<file path="src/rtl/core/rgb_3x3_convolution_defines.svh">
// Assertion macros for the RGB 3x3 convolution block
`ifndef RGB_3X3_CONVOLUTION_DEFINES_SVH
`define RGB_3X3_CONVOLUTION_DEFINES_SVH
`define ASSERT_IMPL(lbl, ante, cons) \
  lbl: assert property (@(posedge clk_i) disable iff (!rst_ni) (ante) |-> (cons)) \
    else $error("assertion failed");
`define ASSERT_NEXT(lbl, ante, cons) \
  lbl: assert property (@(posedge clk_i) disable iff (!rst_ni) (ante) |=> (cons)) \
    else $error("assertion failed");
`endif

</file>
<file path="src/rtl/core/rgbconv_pkg.sv">
// Package: types, constants and helpers of the RGB 3x3 convolution block
`default_nettype none
package rgbconv_pkg;
  localparam int MaxWidth  = 1024;
  localparam int MaxHeight = 1024;
  localparam int CoeffBits = 16;
  localparam int AddrW     = $clog2(MaxWidth);
  localparam int RowW      = $clog2(MaxHeight);
  localparam int PixW      = 24;
  localparam int SumW      = 28;

  typedef enum logic [2:0] {
    REG_COEFF_TOP    = 3'd0,
    REG_COEFF_MID    = 3'd1,
    REG_COEFF_BOTTOM = 3'd2,
    REG_DIVISOR      = 3'd3,
    REG_WIDTH        = 3'd4,
    REG_HEIGHT       = 3'd5
  } reg_idx_e;

  typedef enum logic [2:0] {
    ST_IDLE  = 3'd0,
    ST_READ  = 3'd1,
    ST_MAC   = 3'd2,
    ST_DIV   = 3'd3,
    ST_OUT   = 3'd4,
    ST_START = 3'd5
  } state_e;

  typedef struct packed {
    logic [AddrW-1:0] col;
    logic             emit;
    logic             row_end;
    logic             frame_end;
  } pos_t;

  function automatic logic signed [CoeffBits-1:0] coeff_at(input logic [47:0] r,
                                                           input logic [1:0] c);
    logic [15:0] raw;
    raw = r[c*16 +: 16];
    return raw[CoeffBits-1:0];
  endfunction

  function automatic logic [1:0] tap_row(input logic [3:0] t);
    if (t >= 4'd6) return 2'd2;
    if (t >= 4'd3) return 2'd1;
    return 2'd0;
  endfunction

  function automatic logic [1:0] tap_col(input logic [3:0] t);
    logic [3:0] base;
    base = {1'b0, tap_row(t), 1'b0} + {2'b0, tap_row(t)};
    return 2'(t - base);
  endfunction

  function automatic logic [7:0] clamp8(input logic signed [SumW-1:0] v);
    if (v < 0) return 8'd0;
    if (v > 255) return 8'd255;
    return v[7:0];
  endfunction
endpackage
`default_nettype wire

</file>
<file path="src/rtl/core/rgbconv_divider.sv">
// Signed restoring divider, truncating toward zero, one quotient bit a cycle
`default_nettype none
module rgbconv_divider
  import rgbconv_pkg::*;
(
  input  wire logic                   clk_i,
  input  wire logic                   rst_ni,
  input  wire logic                   start_i,
  input  wire logic signed [SumW-1:0] dividend_i,
  input  wire logic signed [7:0]      divisor_i,
  output logic                        done_o,
  output logic signed [SumW-1:0]      quotient_o
);
  localparam int CntW = $clog2(SumW + 1);
  logic [CntW-1:0] cnt_q, cnt_d;
  logic [SumW-1:0] num_q, num_d;
  logic [8:0]      rem_q, rem_d;
  logic [7:0]      den_q, den_d;
  logic            neg_q, neg_d, busy_q, busy_d;
  logic [8:0]      trial;

  always_comb begin
    cnt_d = cnt_q; num_d = num_q; rem_d = rem_q; den_d = den_q;
    neg_d = neg_q; busy_d = busy_q;
    trial = {rem_q[7:0], num_q[SumW-1]};
    if (start_i) begin
      num_d  = dividend_i[SumW-1] ? SumW'(-dividend_i) : dividend_i;
      den_d  = divisor_i[7] ? 8'(-divisor_i) : divisor_i;
      neg_d  = dividend_i[SumW-1] ^ divisor_i[7];
      rem_d  = '0;
      cnt_d  = CntW'(SumW);
      busy_d = 1'b1;
    end else if (busy_q) begin
      if (trial >= {1'b0, den_q}) begin
        rem_d = trial - {1'b0, den_q};
        num_d = {num_q[SumW-2:0], 1'b1};
      end else begin
        rem_d = trial;
        num_d = {num_q[SumW-2:0], 1'b0};
      end
      cnt_d = cnt_q - 1'b1;
      if (cnt_q == CntW'(1)) busy_d = 1'b0;
    end
  end

  always_ff @(posedge clk_i or negedge rst_ni) begin
    if (!rst_ni) begin
      busy_q <= 1'b0;
      cnt_q  <= '0;
    end else begin
      busy_q <= busy_d;
      cnt_q  <= cnt_d;
    end
  end

  always_ff @(posedge clk_i) begin
    num_q <= num_d; rem_q <= rem_d; den_q <= den_d; neg_q <= neg_d;
  end

  assign done_o     = busy_q && (cnt_q == CntW'(1));
  assign quotient_o = neg_q ? -$signed(num_d) : $signed(num_d);
endmodule
`default_nettype wire

</file>
<file path="config.mk">
export PLATFORM = sky130hd
export DESIGN_NAME = rgbconv_divider
export DESIGN_NICKNAME = d
export VERILOG_FILES = /design/src/rtl/core/rgb_3x3_convolution_defines.svh /design/src/rtl/core/rgbconv_pkg.sv /design/src/rtl/core/rgbconv_divider.sv
export SDC_FILE = /design/constraint.sdc
export NUM_CORES = 1
export LEC_CHECK = 0
export CORE_MARGIN = 10
export CORE_UTILIZATION = 25
export DETAILED_ROUTE_END_ITERATION = 10
export DONT_BUFFER_PORTS = 1
export PLACE_DENSITY = 0.48
export SLEW_MARGIN = 20
export SYNTH_ARGS = -nofsm -noshare
export SYNTH_HDL_FRONTEND = slang
export SYNTH_SLANG_ARGS = --single-unit
</file>
<file path="constraint.sdc">
create_clock -name clk_i -period 3.9 [get_ports clk_i]
set_clock_uncertainty 0.05 [all_clocks]
set_input_delay 0.39 -clock clk_i [delete_from_list [all_inputs] [get_ports clk_i]]
set_output_delay 0.39 -clock clk_i [all_outputs]
set_load 0.005 [all_outputs]
</file>
Word level (Yosys, flattened, before mapping)
Cells that the tools add are included.
{"block": "word_totals", "out_inout_bits": 29, "word_cells": 29, "reg_bits": 51, "inputBits": 39}
{"block": "classes", "add_sub_neg": 5, "mux": 12, "n_eq_ne": 1, "magnitude_cmp": 1, "n_bitwise": 1, "n_reduce_logical": 2}
{"cell": "2-to-1 mux 28 bit", "count": 4}
{"cell": "negation 28 bit", "count": 2}
{"cell": "2-to-1 mux 5 bit", "count": 2}
{"cell": ">= comparator 9 x 8 -> 1 bit", "count": 1}
{"cell": "2-to-1 mux 8 bit", "count": 1}
{"cell": "negation 8 bit", "count": 1}
{"cell": "subtractor 8 bit", "count": 1}
{"cell": "2-to-1 mux 7 bit", "count": 1}
{"cell": "equality test 5 x 1 -> 1 bit, second input constant", "count": 1}
{"cell": "subtractor 5 x 1 -> 5 bit, second input constant", "count": 1}
{"cell": "2-to-1 mux 1 bit", "count": 4}
{"cell": "nonzero test 2 bit", "count": 1}
{"cell": "logical AND 1 bit", "count": 1}
{"cell": "bitwise XOR 1 bit", "count": 1}

Depth between registers and ports, before layout
{"block": "depth", "ltp_word": 6, "ltp_mapped": 12, "depth_no_buf": 12}

Least setup slack after synthesis
Ideal clock, no wire load.
{"block": "synth_path", "path_type": "in2out", "startpoint": "input dividend_i[7]", "endpoint": "output quotient_o[26]", "t_required_ps": 3460, "arrival_ps": 3018, "setup_slack_ps": 442, "path_stages": 10, "path_cell_list": "or4_4 -> or3_1 -> buf_2 -> or4_1 -> o21ai_2 -> xor2_1 -> a21oi_1 -> or2_1 -> o41ai_2 -> xnor2_1"}
{"block": "synth_via", "elab_chain_cells": 5}
{"item": "from (decl)", "line": "rgbconv_divider.sv:9", "text": "input wire logic signed [SumW-1:0] dividend_i,"}
{"item": "negation 28 bit", "line": "rgbconv_divider.sv:27", "text": "num_d = dividend_i[SumW-1] ? SumW'(-dividend_i) : dividend_i;"}
{"item": "2-to-1 mux 28 bit", "line": "rgbconv_divider.sv:27"}
{"item": "2-to-1 mux 28 bit", "line": "rgbconv_divider.sv:26", "text": "if (start_i) begin"}
{"item": "net num_d[25]", "line": "rgbconv_divider.sv:16", "text": "logic [SumW-1:0] num_q, num_d;"}
{"item": "negation 28 bit", "line": "rgbconv_divider.sv:61", "text": "assign quotient_o = neg_q ? -$signed(num_d) : $signed(num_d);"}
{"item": "2-to-1 mux 28 bit", "line": "rgbconv_divider.sv:61"}
{"item": "to (decl)", "line": "rgbconv_divider.sv:12", "text": "output logic signed [SumW-1:0] quotient_o"}
The timed path passes the listed nets, and every way through them passes these cells.

Final worst setup path
{"block": "layout_path", "startpoint": "input dividend_i[2]", "endpoint": "output quotient_o[26]"}
Same word-level chain as after synthesis.

==> impl_metrics.ini <==
[flow_run]
maxCapViolations = 0

[sta]
slew_violations = 0
period_minus_slack_ns = 3.71
min_period_over_period_pct = 95.1
maxSlewHeadroom_pct = 31.2
setup_tns_ns = 0
hold_ws_ns = 0.134
max_freq_mhz = 270
rsz0062_at_grt = false
tightest_slew_ns = 1.03
setup_viol = 0
hold_viol = 0

[synth]
ys_seq_elements = 51
syn_area_um2 = 3760
ys_warn_count = 0
async_flop_share_pct = 11.8
syn_avg_cell_area_um2 = 8.42
synth_flop_cell = dfxtp_1
synth_edf_count = 9
ys_types = 59
yosysSeqAreaShare_pct = 30.3
syn_nets = 499
synth_cells = 447

[critical_path]
start_kind = input pin
crit_chain = or4_1, or3_1, o31ai_2, xor2_1, a21oi_1, or3_1, or2_1, o41ai_2, xnor2_1
critPathSlowestCell = or4_1
end_kind = primary output
r2r-start = rem_q[1]
crit_type = in2out
required_ns = 3.46
max_stage_delay_ns = 0.61
r2r_slack_ns = 1.63
rr_endpoint = rem_q[7]
crit_top_cell = or3_1
critical-path-top-delay-family = simple AND/OR/NAND/NOR gates
crit_arrival_ns = 3.27
path_buf_inv = 0
crit_path_max_fanout = 6
reg2regPathDepth = 10

[routing]
wl_met1_mm = 4.54
vias = 3119
dr_wl_met2_mm = 4.72
drc = 0
ant_nets = 0
drt_iter0_markers = 179
firstDrtPassIters = 4
drt-total-wl_mm = 10.4
wl_met3_mm = 1.02
avgViaCountPerCell = 4.94
wl_per_cell_um = 16.5
top_layer = met4

[worst_hold_path]
holdCritPathClass = in2reg
min_to = rem_q[7]
holdPathStages = 1
hold_start = start_i

[clocking]
clockBufferDepth = 2
clock_tree.root_cell = clkbuf_16
numCtsBuffers = 5
cts_tree = done
clock-sinks = 51
insertion_delay_ns = 0.29
path_clk_slew_ns = 0.06
cts.htree.levels = 2

[final_layout]
layout.area.seq_um2 = 1140
multi_input_area_um2 = 2450
final_nets = 499
layout_common_cells = xnor2_1, dfxtp_1, nand2_1
diodes = 0
syn2layout_area_growth_pct = 11.4
drive_above_1_share_pct = 9.38
final_common_cell = xnor2_1
n_fill_cell = 1610

[floorplan]
rows = 44
dieArea_um2 = 20400
die_x_um = 143
core-area_um2 = 14600
ios = 68
die_h_um = 143
start_util_pct = 25.7

[grt]
grt_pass1_vias = 3102
track_usage_pct = 10.4
overflow = 0
grt_max_degree = 76
grt_first_pass_wirelength_mm = 16.9
antenna_found_initial = 0

[power]
leakagePower_nw = 1.53
peakVddDrop_mv = 0.191
p_per_area_nw_per_um2 = 420
total_power_mw = 1.76

[status]
status = complete, no violations

[placement]
place_hpwl_mm = 8.18
port_buffers = 0
place_congestion = 0.837
-- worst max path at each step --
stage	end	from	cells past startpoint
after CTS	quotient_o[25]	dividend_i[2]	9
after floorplan	quotient_o[26]	dividend_i[7]	10
after global routing	quotient_o[23]	den_q[2]	12
final	quotient_o[26]	dividend_i[2]	9
after detailed placement	quotient_o[25]	dividend_i[2]	9
after global placement	quotient_o[24]	dividend_i[2]	9
-- where the power goes --
group / switching, mW / internal, mW / leakage (nW) / total, mW
Clock: 0.192 / 0.254 / 0.0716 / 0.446
Sequential: 0.0659 / 0.625 / 0.451 / 0.691
Combinational: 0.334 / 0.292 / 1.01 / 0.626
Total: 0.591 / 1.17 / 1.53 / 1.76
-- cells in the mapped netlist, drive strengths merged (4+ instances only) --
library cell | count | area share, %
dfrtp | 6 | 4.0
or2 | 5 | 0.83
o21ai | 26 | 3.6
inv | 21 | 2.1
buf | 15 | 1.9
nor2 | 29 | 2.9
ha | 12 | 4.0
o41ai | 7 | 1.8
or3 | 6 | 1.0
or4 | 5 | 1.1
nor2b | 16 | 2.7
nand3 | 8 | 1.1
xor2 | 20 | 4.7
dfxtp | 36 | 19
mux2i | 10 | 2.7
clkbuf | 11 | 1.1
and2 | 4 | 0.67
xnor2 | 43 | 10
edfxtp | 9 | 7.2
a21oi | 25 | 3.3
nand2 | 33 | 3.3
a311oi | 4 | 0.93
nor3 | 9 | 1.5
o31ai | 18 | 3.9
a211oi | 24 | 4.8
nand2b | 5 | 0.83
nor4 | 7 | 1.5
-- registers in the layout (all words and copies together), names as in the netlist --
signal and flops:
num_q 28, busy_q 1, neg_q 1, rem_q 8, cnt_q 5, den_q 8
-- metal layers --
metal  track usage, %  vias to the layer above
met5                0                        -
met4             2.82                        0
met3             4.28                        7
met2             16.5                       72
met1             12.6                     1431
li1                 -                     1609
-- kinds of logic after synthesis --
kind of cell	synth area share, %
adders and majority gates	4.52
buffers and inverters	5.06
xor gates and xnor gates	14.7
AOI/OAI and AO/OA	21.5
muxes	3.56
DFF	30.3
and+or+nand+nor	20.4
-- through the flow --
stage	setup WS (ns)	std cells	utilization (%)	area, µm²
global route	0.0201	632	28.6	4190
CTS	0.143	632	28.5	4170
finish	0.192	632	28.6	4190
global placement	0.222	623	27.4	4020
floorplan	0.442	447	-	3760
detailed placement	0.166	623	27.4	4020
-- cell type report --
| cell class | instances | share of cell area (%) |
|---|---|---|
| Timing Repair Buffer | 19 | 3.46 |
| Sequential cell | 51 | 27.2 |
| Clock buffer | 7 | 3.40 |
| Clock inverter | 1 | 0.0895 |
| Tap cell | 184 | 5.49 |
| Multi-Input combinational cell | 349 | 58.4 |
| Inverter | 21 | 1.88 |
-- timing repair --
action                     in CTS  in global routing
hold endpoints to repair        6                  0
hold buffers                    1                  0
setup buffers                   0                  0
setup endpoints to repair       0                  4
resized for setup               0                  3
No activity file was read; power rests on OpenSTA's default activity.
